[src/design/cpf_pkg.sv]
// Shared types, constants and the CRC-16/XMODEM byte update for the packet framer.
// No dependencies; every other design file refers to this package by scoped names.
`default_nettype none
package cpf_pkg;

  localparam int BURST_MAX   = 5;
  localparam int BURST_CNT_W = $clog2(BURST_MAX + 1);

  localparam logic [15:0] CRC_POLY     = 16'h1021;
  localparam logic [15:0] CRC_INIT     = 16'h0000;
  localparam logic [7:0]  MARKER_RESET = 8'hFF;

  typedef enum logic {
    KIND_HEADER  = 1'b0,
    KIND_PAYLOAD = 1'b1
  } kind_t;

  // One accepted request as held in the input register.
  typedef struct packed {
    kind_t      kind;
    logic [7:0] command;
    logic [7:0] payload_length;
    logic [7:0] data_byte;
  } item_t;

  // The bytes that one request produces, slot 0 goes out first.
  typedef struct packed {
    logic [BURST_CNT_W-1:0]    cnt;
    logic [BURST_MAX-1:0]      eop;
    logic [BURST_MAX-1:0][7:0] bytes;
  } burst_t;

  function automatic logic [15:0] crc_byte(input logic [15:0] crc, input logic [7:0] b);
    logic [15:0] c;
    c = crc ^ {b, 8'h00};
    for (int i = 0; i < 8; i++) begin
      c = c[15] ? ({c[14:0], 1'b0} ^ CRC_POLY) : {c[14:0], 1'b0};
    end
    return c;
  endfunction

endpackage
`default_nettype wire

[src/design/cpf_framer.sv]
// Packet state (CRC, remaining count, open flag) and the burst of bytes for one request.
// Depends on cpf_pkg for the item and burst types and the CRC byte update.
`default_nettype none
module cpf_framer (
  input  wire logic          clk,
  input  wire logic          rst_n,
  input  wire logic          consume,
  input  wire cpf_pkg::item_t item,
  input  wire logic [7:0]    start_marker,
  output cpf_pkg::burst_t    burst
);

  logic [15:0] crc_r, crc_nxt;
  logic [7:0]  rem_r, rem_nxt;
  logic        open_r, open_nxt;

  logic [15:0] crc_hdr_len;
  logic [15:0] crc_hdr;
  logic [15:0] crc_pay;
  logic [7:0]  rem_dec;

  assign crc_hdr_len = cpf_pkg::crc_byte(cpf_pkg::CRC_INIT, item.payload_length);
  assign crc_hdr     = cpf_pkg::crc_byte(crc_hdr_len, item.command);
  assign crc_pay     = cpf_pkg::crc_byte(crc_r, item.data_byte);
  assign rem_dec     = rem_r - 8'd1;

  always_comb begin
    burst    = '0;
    crc_nxt  = crc_r;
    rem_nxt  = rem_r;
    open_nxt = open_r;
    case (item.kind)
      cpf_pkg::KIND_HEADER: begin
        // A header always restarts the packet, abandoning any open one.
        burst.bytes[0] = start_marker;
        burst.bytes[1] = item.payload_length;
        burst.bytes[2] = item.command;
        burst.bytes[3] = crc_hdr[15:8];
        burst.bytes[4] = crc_hdr[7:0];
        crc_nxt = crc_hdr;
        if (item.payload_length == 8'd0) begin
          burst.cnt    = cpf_pkg::BURST_CNT_W'(5);
          burst.eop[4] = 1'b1;
          rem_nxt      = 8'd0;
          open_nxt     = 1'b0;
        end else begin
          burst.cnt = cpf_pkg::BURST_CNT_W'(3);
          rem_nxt   = item.payload_length;
          open_nxt  = 1'b1;
        end
      end
      cpf_pkg::KIND_PAYLOAD: begin
        if (open_r) begin
          burst.bytes[0] = item.data_byte;
          burst.bytes[1] = crc_pay[15:8];
          burst.bytes[2] = crc_pay[7:0];
          crc_nxt = crc_pay;
          if (rem_dec == 8'd0) begin
            burst.cnt    = cpf_pkg::BURST_CNT_W'(3);
            burst.eop[2] = 1'b1;
            rem_nxt      = 8'd0;
            open_nxt     = 1'b0;
          end else begin
            burst.cnt = cpf_pkg::BURST_CNT_W'(1);
            rem_nxt   = rem_dec;
          end
        end
      end
      default: begin
        burst = '0;
      end
    endcase
  end

  always_ff @(posedge clk) begin
    if (!rst_n) begin
      crc_r  <= '0;
      rem_r  <= '0;
      open_r <= 1'b0;
    end else if (consume) begin
      crc_r  <= crc_nxt;
      rem_r  <= rem_nxt;
      open_r <= open_nxt;
    end
  end

  // An open packet always expects at least one more payload byte.
  a_open_has_rem: assert property (@(posedge clk) disable iff (!rst_n)
    open_r |-> (rem_r != 8'd0))
    else $error("packet open with no bytes remaining");

endmodule
`default_nettype wire

[src/design/cpf_out_buf.sv]
// Output shift buffer: holds one burst and presents its bytes one per cycle while out_stall is low.
// Depends on cpf_pkg for the burst type and its size constants.
`default_nettype none
module cpf_out_buf (
  input  wire logic            clk,
  input  wire logic            rst_n,
  input  wire logic            load,
  input  wire cpf_pkg::burst_t burst,
  output logic                 room,
  output logic                 out_valid,
  input  wire logic            out_stall,
  output logic [7:0]           out_byte,
  output logic                 out_end_of_packet
);

  logic [cpf_pkg::BURST_CNT_W-1:0]      cnt_r, cnt_nxt;
  logic [cpf_pkg::BURST_MAX-1:0][7:0]   bytes_r, bytes_nxt;
  logic [cpf_pkg::BURST_MAX-1:0]        eop_r, eop_nxt;
  logic                                 take;

  assign out_valid         = (cnt_r != '0);
  assign out_byte          = bytes_r[0];
  assign out_end_of_packet = eop_r[0];
  assign take              = out_valid && !out_stall;
  // A new burst may land when the buffer is empty or its last byte leaves now.
  assign room = (cnt_r == '0) || ((cnt_r == cpf_pkg::BURST_CNT_W'(1)) && take);

  always_comb begin
    cnt_nxt   = cnt_r;
    bytes_nxt = bytes_r;
    eop_nxt   = eop_r;
    if (load) begin
      cnt_nxt   = burst.cnt;
      bytes_nxt = burst.bytes;
      eop_nxt   = burst.eop;
    end else if (take) begin
      cnt_nxt = cnt_r - cpf_pkg::BURST_CNT_W'(1);
      for (int i = 0; i < cpf_pkg::BURST_MAX - 1; i++) begin
        bytes_nxt[i] = bytes_r[i+1];
        eop_nxt[i]   = eop_r[i+1];
      end
    end
  end

  always_ff @(posedge clk) begin
    if (!rst_n) begin
      cnt_r <= '0;
    end else begin
      cnt_r <= cnt_nxt;
    end
  end

  always_ff @(posedge clk) begin
    bytes_r <= bytes_nxt;
    eop_r   <= eop_nxt;
  end

  a_cnt_bound: assert property (@(posedge clk) disable iff (!rst_n)
    cnt_r <= cpf_pkg::BURST_CNT_W'(cpf_pkg::BURST_MAX))
    else $error("output buffer count out of range");

  // The end-of-packet mark only ever sits on the last byte of a burst.
  a_eop_last: assert property (@(posedge clk) disable iff (!rst_n)
    (out_valid && out_end_of_packet) |-> (cnt_r == cpf_pkg::BURST_CNT_W'(1)))
    else $error("end of packet ahead of the last buffered byte");

  a_drain_step: assert property (@(posedge clk) disable iff (!rst_n)
    (take && (cnt_r > cpf_pkg::BURST_CNT_W'(1))) |=>
      (cnt_r == $past(cnt_r) - cpf_pkg::BURST_CNT_W'(1)))
    else $error("output buffer lost or repeated a byte");

endmodule
`default_nettype wire

[src/design/command_packet_framer_crc16.sv]
// Top level of the command packet framer: input register, marker register, framer, output buffer.
// Depends on cpf_pkg, cpf_framer and cpf_out_buf.
//
//   channel | ports                                       | direction
//   in      | in_valid in_stall in_kind in_command        | request in
//           | in_payload_length in_data_byte              |
//   out     | out_valid out_stall out_byte                | byte out
//           | out_end_of_packet                           |
//   cfg     | cfg_we cfg_data                             | marker write
//
// A request is held in the input register, then its 0 to 5 bytes land in the
// output buffer in one step and leave one per cycle while out_stall is low.
// Mid-packet payload requests sustain one per cycle while out_stall is low; after a header (3 or 5
// bytes) or a closing payload byte (3 bytes) the input waits until they leave the single output byte lane.
// Reset clears the packet state, the buffer count and sets the marker to 0xFF.
// out_stall holds the buffer and, once the buffer cannot take the next burst, raises in_stall.
`default_nettype none
module command_packet_framer_crc16 (
  input  wire logic       clk,
  input  wire logic       rst_n,
  input  wire logic       in_valid,
  output logic            in_stall,
  input  wire logic       in_kind,
  input  wire logic [7:0] in_command,
  input  wire logic [7:0] in_payload_length,
  input  wire logic [7:0] in_data_byte,
  output logic            out_valid,
  input  wire logic       out_stall,
  output logic [7:0]      out_byte,
  output logic            out_end_of_packet,
  input  wire logic       cfg_we,
  input  wire logic [7:0] cfg_data
);

  logic            in_v_r, in_v_nxt;
  cpf_pkg::item_t  item_r;
  logic [7:0]      marker_r;
  logic            room;
  logic            consume;
  logic            accept;
  cpf_pkg::burst_t burst;

  assign consume  = in_v_r && room;
  assign in_stall = in_v_r && !room;
  assign accept   = in_valid && !in_stall;

  always_comb begin
    in_v_nxt = in_v_r;
    if (accept) begin
      in_v_nxt = 1'b1;
    end else if (consume) begin
      in_v_nxt = 1'b0;
    end
  end

  always_ff @(posedge clk) begin
    if (!rst_n) begin
      in_v_r   <= 1'b0;
      marker_r <= cpf_pkg::MARKER_RESET;
    end else begin
      in_v_r <= in_v_nxt;
      if (cfg_we) begin
        marker_r <= cfg_data;
      end
    end
  end

  always_ff @(posedge clk) begin
    if (accept) begin
      item_r.kind           <= cpf_pkg::kind_t'(in_kind);
      item_r.command        <= in_command;
      item_r.payload_length <= in_payload_length;
      item_r.data_byte      <= in_data_byte;
    end
  end

  cpf_framer u_framer (
    .clk          (clk),
    .rst_n        (rst_n),
    .consume      (consume),
    .item         (item_r),
    .start_marker (marker_r),
    .burst        (burst)
  );

  cpf_out_buf u_out_buf (
    .clk               (clk),
    .rst_n             (rst_n),
    .load              (consume),
    .burst             (burst),
    .room              (room),
    .out_valid         (out_valid),
    .out_stall         (out_stall),
    .out_byte          (out_byte),
    .out_end_of_packet (out_end_of_packet)
  );

endmodule
`default_nettype wire

[config.mk]
export PLATFORM = sky130hd
export DESIGN_NAME = command_packet_framer_crc16
export DESIGN_NICKNAME = d
export VERILOG_FILES = /design/src/design/cpf_pkg.sv /design/src/design/cpf_framer.sv /design/src/design/cpf_out_buf.sv /design/src/design/command_packet_framer_crc16.sv
export SDC_FILE = /design/constraint.sdc
export NUM_CORES = 1
export LEC_CHECK = 0
export ABC_AREA = 1
export ABC_CLOCK_PERIOD_IN_PS = 2750
export BUFFER_PORTS_ARGS = -buffer_cell sky130_fd_sc_hd__buf_4
export CORE_ASPECT_RATIO = 1.25
export CORE_UTILIZATION = 60
export DETAILED_ROUTE_END_ITERATION = 12
export GPL_TIMING_DRIVEN = 0
export PLACE_DENSITY = 0.77
export SLEW_MARGIN = 20
export SYNTH_ARGS = -nofsm -noshare
export SYNTH_HDL_FRONTEND = slang
export SYNTH_SLANG_ARGS = --single-unit
[constraint.sdc]
create_clock -name clk -period 2.75 [get_ports clk]
set_input_delay 0.4125 -clock clk [delete_from_list [all_inputs] [get_ports clk]]
set_output_delay 0.4125 -clock clk [all_outputs]
set_load 0.05 [all_outputs]
==> flow_summary.json, run 1 <==
{
  "postSynthCellCount": 638,
  "num_io_pins": 49,
  "drtIter0Drc": 405,
  "cts_tree": "built",
  "crit_required_ps": 2850,
  "setup_violations": 0,
  "io_buffer_count": 47,
  "grt_max_degree": 33,
  "antenna_left": 0,
  "power_density_mw_per_mm2": 1020,
  "drive_gt1_share_pct": 17.7,
  "p_clk_share_pct": 15.3,
  "numCtsBuffers": 9,
  "setup_tns_ps": 0,
  "fin_hold_ws_ps": 192,
  "leakage_nw": 2.70,
  "ys_types": 38,
  "area_growth_pct": 13.2,
  "clk_latency_ps": 390,
  "clock_sinks": 107,
  "die_h_um": 108,
  "final.min_clock_period_ps": 2090,
  "cts_setup_buffers": 0,
  "antenna_found_initial": 0,
  "synthTopCellsByArea": "edfxtp_1 37%, dfxtp_1 15%, nand2_1 12%",
  "dp.cells": 806,
  "slew_headroom_pct": 33.3,
  "design_area_mm2": 0.00616,
  "syn_area_mm2": 0.00544,
  "cts.path.max_buffers": 2,
  "maxSlewViolCount": 0,
  "stdcell_count": 822,
  "synthFlopType": "edfxtp_1",
  "ys_warn_count": 0,
  "synth_top_area_share_pct": 37.0,
  "grtUsageTotal_pct": 33.9,
  "yosysSeqAreaShare_pct": 51.7,
  "p_seq_share_pct": 41.1,
  "cts_hold_buf": 0,
  "use_met3_pct": 7.63,
  "cp_data_arrival_time_ps": 2190,
  "ctsResizeCount": 0,
  "gp_congestion": 1.00,
  "synthTopCellsByCount": "170 x nand2_1, 67 x edfxtp_1, 62 x inv_1",
  "fin_skew_ps": 11.5,
  "crit_type": "flop to flop",
  "h-tree-depth": 3,
  "core_mm2": 0.00875,
  "overflow": 0,
  "cp-start-kind": "flop",
  "power.switching_mw": 2.62,
  "die_area_mm2": 0.00945,
  "rows": 38,
  "dr.pass1.iters": 5,
  "avgSynthCellArea_um2": 8.53,
  "finalWirelength_um": 15000,
  "swShare_pct": 41.6,
  "path_clk_slew_ps": 100,
  "grt_pass1_wl_um": 23000,
  "grt.busiest_layer": "met2",
  "place_area_mm2": 0.00596,
  "max_freq_ghz": 0.479,
  "chipWidth_um": 87.2,
  "hpwl_um": 11300,
  "syn-num-nets": 681,
  "vias": 4754,
  "p_int_mw": 3.68,
  "rsz0062_at_grt": "false",
  "synth-edff-count": 67,
  "cts-root-buf": "clkbuf_8",
  "nets": 740,
  "worstMarginPinSlew_ps": 999,
  "crit_fanout": 18,
  "worst_setup_path_end_kind": "flop",
  "use_met2_pct": 54.9,
  "wl_per_cell_um": 18.3,
  "status": "finished, final reports clean",
  "final_core_util_pct": 70.4,
  "vdd_drop_max_mv": 0.484,
  "maxCapViolations": 0,
  "post-route-period-util_pct": 75.9,
  "finalHoldViolCount": 0,
  "grt_pass1_vias": 4423,
  "route.detailed.drc": 0,
  "antenna_cells": 0,
  "viasPerCell": 5.78,
  "worstHoldPathType": "input pin to flop",
  "start_util_pct": 62.2,
  "use_met1_pct": 41.1,
  "synth_most_common_cell": "nand2_1",
  "synth_top_cell_by_area": "edfxtp_1",
  "comb_power_share_pct": 43.5,
  "yosys_register_bits": 107,
  "async_flop_share_pct": 0
}
-- worst paths after layout --
| kind | from | endpoint | slack [ps] | depth (start not counted) |
|---|---|---|---|---|
| min | in_kind | item_r[24] | 190 | 1 |
| min reg2reg | marker_r[3] | marker_r[3] | 470 | 2 |
| max reg2reg | u_out_buf.cnt_r[1] | u_out_buf.out_byte[2] | 660 | 9 |
| max | u_out_buf.cnt_r[1] | u_out_buf.out_byte[2] | 660 | 9 |
-- power groups by stage --
stage / clock network, mW / registers (mW) / logic, mW
floorplan: 0 / 2.55 / 1.92
global placement: 0 / 2.61 / 2.59
detailed placement: 0 / 2.62 / 2.68
CTS: 0.972 / 2.58 / 2.69
global route: 1.02 / 2.64 / 2.97
finish: 0.965 / 2.59 / 2.74
-- through the flow --
step / power, mW / worst slack (ps)
6_report: 6.29 / 663
5_1_grt: 6.63 / 512
4_1_cts: 6.24 / 615
3_5_place_dp: 5.30 / 595
3_3_place_gp: 5.19 / -7.55
2_1_floorplan: 4.47 / 211
-- sequential cells by signal (all words and copies together) (netlist names) --
register / flops
u_out_buf.eop_r: 5
u_out_buf.out_byte: 8
u_out_buf.cnt_r: 3
u_framer.rem_r: 8
marker_r: 8
u_framer.open_r: 1
item_r: 25
u_framer.crc_r: 16
in_v_r: 1
u_out_buf.bytes_r: 32
-- critical path, cell delays in order (launching register included) --
cell     delay, ps
dfxtp_1        330
inv_1          100
ha_1           170
nand3_1         90
nand2_1         90
nand2_1         80
buf_4          190
inv_2          100
buf_2          440
a31oi_1        210
-- cell families (layout without fill, tap and decap cells) --
family	count (synthesis)	count (layout)	synth area share, %
compound gates	105	105	11.3
xor+xnor	21	21	3.52
fa+ha+maj	5	5	1.15
buf+inv	100	164	8.17
flops	107	107	51.7
mux	3	3	0.621
simple gates	297	297	23.5
-- routing by layer --
metal,vias up,share of wire (%)
met3,59,9.1
met4,0,6.1
li1,2235,-
met1,2197,38
met5,-,0
met2,263,47
-- cells in the final DEF, fill, tap and decap left out, types with 8 or more instances in the layout --
| cell | instances |
|---|---|
| xnor2_1 | 11 |
| edfxtp_1 | 67 |
| dfxtp_1 | 40 |
| xor2_1 | 9 |
| nand2_2 | 12 |
| buf_4 | 62 |
| clkbuf_8 | 9 |
| nor2_1 | 51 |
| nand3_1 | 38 |
| buf_2 | 10 |
| o21ai_0 | 35 |
| a31oi_1 | 28 |
| nand2_1 | 169 |
| clkbuf_1 | 9 |
| inv_1 | 62 |
| nand4_1 | 8 |
| a21oi_1 | 21 |
-- final cells by class --
cell class,instances,area [µm²]
Inverter,66,248
Multi-Input combinational cell,431,2180
Buffer,34,196
Tap cell,120,150
Timing Repair Buffer,48,373
Clock inverter,6,63.8
Sequential cell,107,2810
Clock buffer,10,128
Fill cell,753,2590
Note: power is estimated with default switching activity, not from simulation.
==> run 2: changes to the inputs <==
- ABC_CLOCK_PERIOD_IN_PS: 2750 -> 1800
- CORE_UTILIZATION: 60 -> 54
- PLACE_DENSITY: 0.77 -> 0.73
- clock period: 2.75 -> 1.8 ns (I/O delays scaled with it)
==> flow_summary.json, run 2 (synthesized netlist as in run 1, its figures left out) <==
{
  "top_regs": "u_out_buf.bytes_r (32), item_r (25), u_framer.crc_r (16)",
  "max_freq_ghz": 0.558,
  "vdd_drop_max_mv": 0.785,
  "r2r_cells": 11,
  "r2r_end": "u_out_buf.bytes_r[28]",
  "reg2reg_from": "item_r[15]",
  "cts.path.max_buffers": 2,
  "largest_reg_flops": 32,
  "final_core_util_pct": 69.8,
  "finalHoldViolCount": 0,
  "final.min_clock_period_ps": 1790,
  "leakage_nw": 2.93,
  "cts_hold_buf": 0,
  "grt_pass1_wl_um": 23700,
  "timing.hold.worst.start": "in_command[3]",
  "core_mm2": 0.00971,
  "design_area_mm2": 0.00678,
  "post-route-period-util_pct": 99.5,
  "cp_data_arrival_time_ps": 1900,
  "grt_pass1_vias": 4526,
  "mostFrequentLayoutCells": "157 x nand2_1, 74 x buf_4, 67 x edfxtp_1, 50 x inv_1, 46 x nor2_1",
  "path_clk_slew_ps": 70,
  "crit_fanout": 5,
  "dp.cells": 811,
  "start_util_pct": 56.0,
  "post-place-ws_ps": -289,
  "drtIter0Drc": 390,
  "finalWirelength_um": 15900,
  "crit_required_ps": 1910,
  "finalPower_mw": 10.7,
  "cts_tree": "built",
  "chipWidth_um": 91.8,
  "cts-root-buf": "clkbuf_16",
  "maxSlewViolCount": 0,
  "worstMarginPinSlew_ps": 583,
  "slew_headroom_pct": 61.1,
  "dr.pass1.iters": 5,
  "drive_gt1_share_pct": 27.9,
  "route.detailed.drc": 0,
  "io_buffer_count": 47,
  "h-tree-depth": 3,
  "min_to": "item_r[19]",
  "crit_type": "flop to flop",
  "num_io_pins": 49,
  "worstHoldPathType": "input pin to flop",
  "overflow": 0,
  "setup_tns_ps": 0,
  "worst_setup_path_end_kind": "flop",
  "layout_commonest_cell": "nand2_1",
  "antenna_left": 0,
  "rsz0062_at_grt": "true",
  "clk_latency_ps": 360,
  "status": "finished, final reports clean",
  "rows": 40,
  "wl_per_cell_um": 18.7,
  "grtUsageTotal_pct": 30.9,
  "setup_slack_ps": 8.84,
  "gp_congestion": 0.940,
  "cp-start-kind": "flop",
  "fin_skew_ps": 7.47,
  "min_path_cells": 1,
  "die_h_um": 114,
  "r2r_slack_ps": 9,
  "antenna_cells": 0,
  "numCtsBuffers": 9,
  "stdcell_count": 850,
  "antenna_found_initial": 0,
  "maxCapViolations": 0,
  "die_area_mm2": 0.0105,
  "regMostFlops": "u_out_buf.bytes_r",
  "hpwl_um": 11200,
  "clock_sinks": 107,
  "vias": 4800,
  "grt_max_degree": 37,
  "area_growth_pct": 24.6,
  "place_area_mm2": 0.00601,
  "nets": 762,
  "setup_violations": 0,
  "power_density_mw_per_mm2": 1580,
  "viasPerCell": 5.65,
  "fin_hold_ws_ps": 88.9
}
[run 2: cell count changes in the layout (fill, tap and decap cells not counted), moves of 8 or more]
cell	change
buf_4	+12
buf_6	+8
clkbuf_16	+9
clkbuf_8	-9
inv_1	-12
inv_2	+10
nand2_1	-12
[run 2: final cells by class]
class | instances | area, µm²
plain buffers | 34 | 249
fillers | 785 | 2930
clock inverters | 6 | 41.3
clock buffers | 10 | 229
multi-input cells | 432 | 2470
flip-flops and latches | 107 | 2810
inverters | 66 | 255
repair inverters | 1 | 7.51
well taps | 126 | 158
repair buffers | 68 | 552
[run 2: power breakdown]
part / switching (mW) / internal [mW]
Combinational: 3.08 / 1.76
Sequential: 0.374 / 3.59
Clock: 0.935 / 0.941
Total: 4.39 / 6.29
[run 2: worst max-delay path by stage]
stage / endpoint / start
floorplan: item_r[0] / u_out_buf.cnt_r[0]
global placement: u_out_buf.out_byte[6] / u_out_buf.cnt_r[1]
detailed placement: u_out_buf.out_byte[6] / u_out_buf.cnt_r[1]
CTS: u_out_buf.bytes_r[28] / item_r[15]
global route: u_out_buf.bytes_r[28] / item_r[15]
finish: u_out_buf.bytes_r[28] / item_r[15]
[run 2: timing repair]
item | CTS | global route
cloned | 1 | 1
pin swaps | 8 | 19
endpoints found under the setup margin | 101 | 66
gates resized for setup | 37 | 41
buffers inserted | 11 | 10
[run 2: worst max-delay path, stage by stage (launching register included)]
cell and delay [ps]:
edfxtp_1 530, nand2_2 150, buf_6 120, nand2_8 70, nand2_4 90, nand2_4 60
buf_12 130, xor2_2 140, inv_1 60, nand2_1 50, nand3_2 100, o21ai_2 60
[run 2: layer usage]
layer	up-vias	global-route usage [%]	share of wire, %
met5	-	0	0
met4	0	15.1	3.4
met3	41	3.52	6.3
met2	202	55.8	51
met1	2279	36.7	39
li1	2278	-	-
==> run 3: changes to the inputs <==
- BUFFER_PORTS_ARGS: -buffer_cell sky130_fd_sc_hd__buf_4 -> not set
- CORE_UTILIZATION: 54 -> 57
- DONT_BUFFER_PORTS: not set -> 1
- PLACE_DENSITY: 0.73 -> 0.72
==> flow_summary.json, run 3 (synthesized netlist as in run 1, its figures left out) <==
{
  "antenna_found_initial": 0,
  "largest_reg_flops": 32,
  "reg2reg_from": "item_r[15]",
  "chipWidth_um": 89.4,
  "worstHoldPathType": "input pin to flop",
  "critPathCapture": "u_out_buf.bytes_r[28]",
  "grt.busiest_layer": "met2",
  "cts.path.max_buffers": 2,
  "cp-start-kind": "flop",
  "r2r_end": "u_out_buf.bytes_r[28]",
  "setup_slack_ps": -38.4,
  "use_met3_pct": 5.29,
  "failed_checks": "negative setup slack",
  "overflow": 0,
  "status": "complete, but fails checks",
  "gp_congestion": 0.959,
  "nets": 718,
  "grt_max_degree": 37,
  "crit_required_ps": 2010,
  "grtUsageTotal_pct": 32.6,
  "slew_headroom_pct": 61.6,
  "post-place-ws_ps": -411,
  "num_io_pins": 49,
  "slowest_stage": "edfxtp_1",
  "design_area_mm2": 0.00642,
  "post-route-period-util_pct": 102,
  "h-tree-depth": 3,
  "stdcell_count": 803,
  "grt_pass1_wl_um": 23200,
  "p_clk_share_pct": 17.6,
  "fin_skew_ps": 4.89,
  "dr.pass1.iters": 5,
  "clk_latency_ps": 350,
  "critical-path-max-stage-delay_ps": 530,
  "leakage_nw": 2.71,
  "numCtsBuffers": 9,
  "antenna_left": 0,
  "setup_violations": 28,
  "fillers": 721,
  "cp-startpoint": "item_r[15]",
  "p_int_mw": 6.17,
  "place_area_mm2": 0.00565,
  "wl_per_cell_um": 19.8,
  "area_growth_pct": 18.0,
  "path_cells": "inv_2, nand2_2, nand2_4, nand2_2, nand2_4, xor2_2, inv_1, nand2_1, nand3_2, o21ai_2",
  "start_util_pct": 59.0,
  "use_met2_pct": 55.5,
  "grt_pass1_vias": 4455,
  "rsz0062_at_grt": "true",
  "path_clk_slew_ps": 70,
  "drive_gt1_share_pct": 21.6,
  "worst_setup_path_end_kind": "flop",
  "r2r_slack_ps": -40,
  "hpwl_um": 10900,
  "comb_power_share_pct": 44.4,
  "finalPower_mw": 10.5,
  "fin_hold_ws_ps": 6.86,
  "cts-root-buf": "clkbuf_16",
  "crit_type": "flop to flop",
  "drtIter0Drc": 460,
  "clock_sinks": 107,
  "maxCapViolations": 0,
  "maxSlewViolCount": 0,
  "cts_tree": "built",
  "layout_commonest_cell": "nand2_1",
  "finalWirelength_um": 15900,
  "swShare_pct": 41.4,
  "max_freq_ghz": 0.544,
  "antenna_cells": 0,
  "die_area_mm2": 0.00994,
  "top_regs": "u_out_buf.bytes_r (32), item_r (25), u_framer.crc_r (16)",
  "die_h_um": 111,
  "io_buffer_count": 0,
  "crit_fanout": 5,
  "setup_tns_ps": -241,
  "worstMarginPinSlew_ps": 576,
  "regMostFlops": "u_out_buf.bytes_r",
  "rows": 39,
  "viasPerCell": 5.90,
  "power.switching_mw": 4.35,
  "final_core_util_pct": 69.6,
  "r2r_cells": 10,
  "core_mm2": 0.00922,
  "vdd_drop_max_mv": 0.784,
  "mostFrequentLayoutCells": "157 x nand2_1, 67 x edfxtp_1, 52 x inv_1, 50 x nor2_1, 38 x dfxtp_1",
  "route.detailed.drc": 0,
  "final.min_clock_period_ps": 1840,
  "vias": 4735,
  "dp.cells": 761,
  "use_met1_pct": 40.0,
  "cts_hold_buf": 0,
  "cp_data_arrival_time_ps": 2050,
  "finalHoldViolCount": 0,
  "p_seq_share_pct": 38.0,
  "power_density_mw_per_mm2": 1640
}
==> run 3: cell types whose count changed in the layout (fill, tap and decap cells not counted), moves of 3 or more <==
cell	before	now
buf_6	8	5
nor2_2	7	3
nor2_1	46	50
buf_4	74	30
==> run 3: worst min-delay path by stage <==
stage	from	end	slack (ps)	cells after the start
floorplan	in_data_byte[0]	item_r[0]	370	0
global placement	in_command[6]	item_r[22]	370	0
detailed placement	in_data_byte[6]	item_r[6]	370	0
CTS	in_command[7]	item_r[23]	9	0
global route	in_payload_length[5]	item_r[13]	2	0
finish	in_command[2]	item_r[18]	7	0
==> run 3: layer usage <==
layer  up-vias  share of wire (%)
met2       252                 51
met1      2234                 38
met4         0                4.3
met5         -                  0
li1       2191                  -
met3        58                7.1
==> run 3: cell type report <==
type                    count  area [µm²]  area share (%)
flip-flops and latches    107        2820            43.9
repair inverters            1        7.51           0.117
clock inverters             7        42.5           0.663
repair buffers             24         228            3.55
multi-input cells         432        2420            37.8
well taps                 123         154            2.40
plain buffers              34         262            4.07
clock buffers               9         225            3.51
inverters                  66         260            4.06
==> run 3: worst max-delay path, delay by kind of cell (launching register included) <==
family                 cells  cell delay, ps
buffers and inverters      2             190
AND/OR/NAND/NOR            6             640
AO/OA/AOI/OAI              1             140
XOR/XNOR                   1             180
flip-flops                 1             530
==> run 3: timing repair <==
| item | in CTS | in global routing |
|---|---|---|
| setup buffers | 7 | 16 |
| gates resized for setup | 30 | 40 |
| pin swaps | 4 | 13 |
| setup endpoints to repair | 108 | 77 |
| gates cloned | 2 | 1 |
==> run 3: power groups by stage <==
stage | sequential, mW | clock [mW] | combinational [mW]
2_1_floorplan | 3.90 | 0 | 3.04
3_3_place_gp | 4.00 | 0 | 3.80
3_5_place_dp | 4.02 | 0 | 3.89
4_1_cts | 3.97 | 1.82 | 4.15
5_1_grt | 4.07 | 1.94 | 5.03
6_report | 3.99 | 1.85 | 4.67
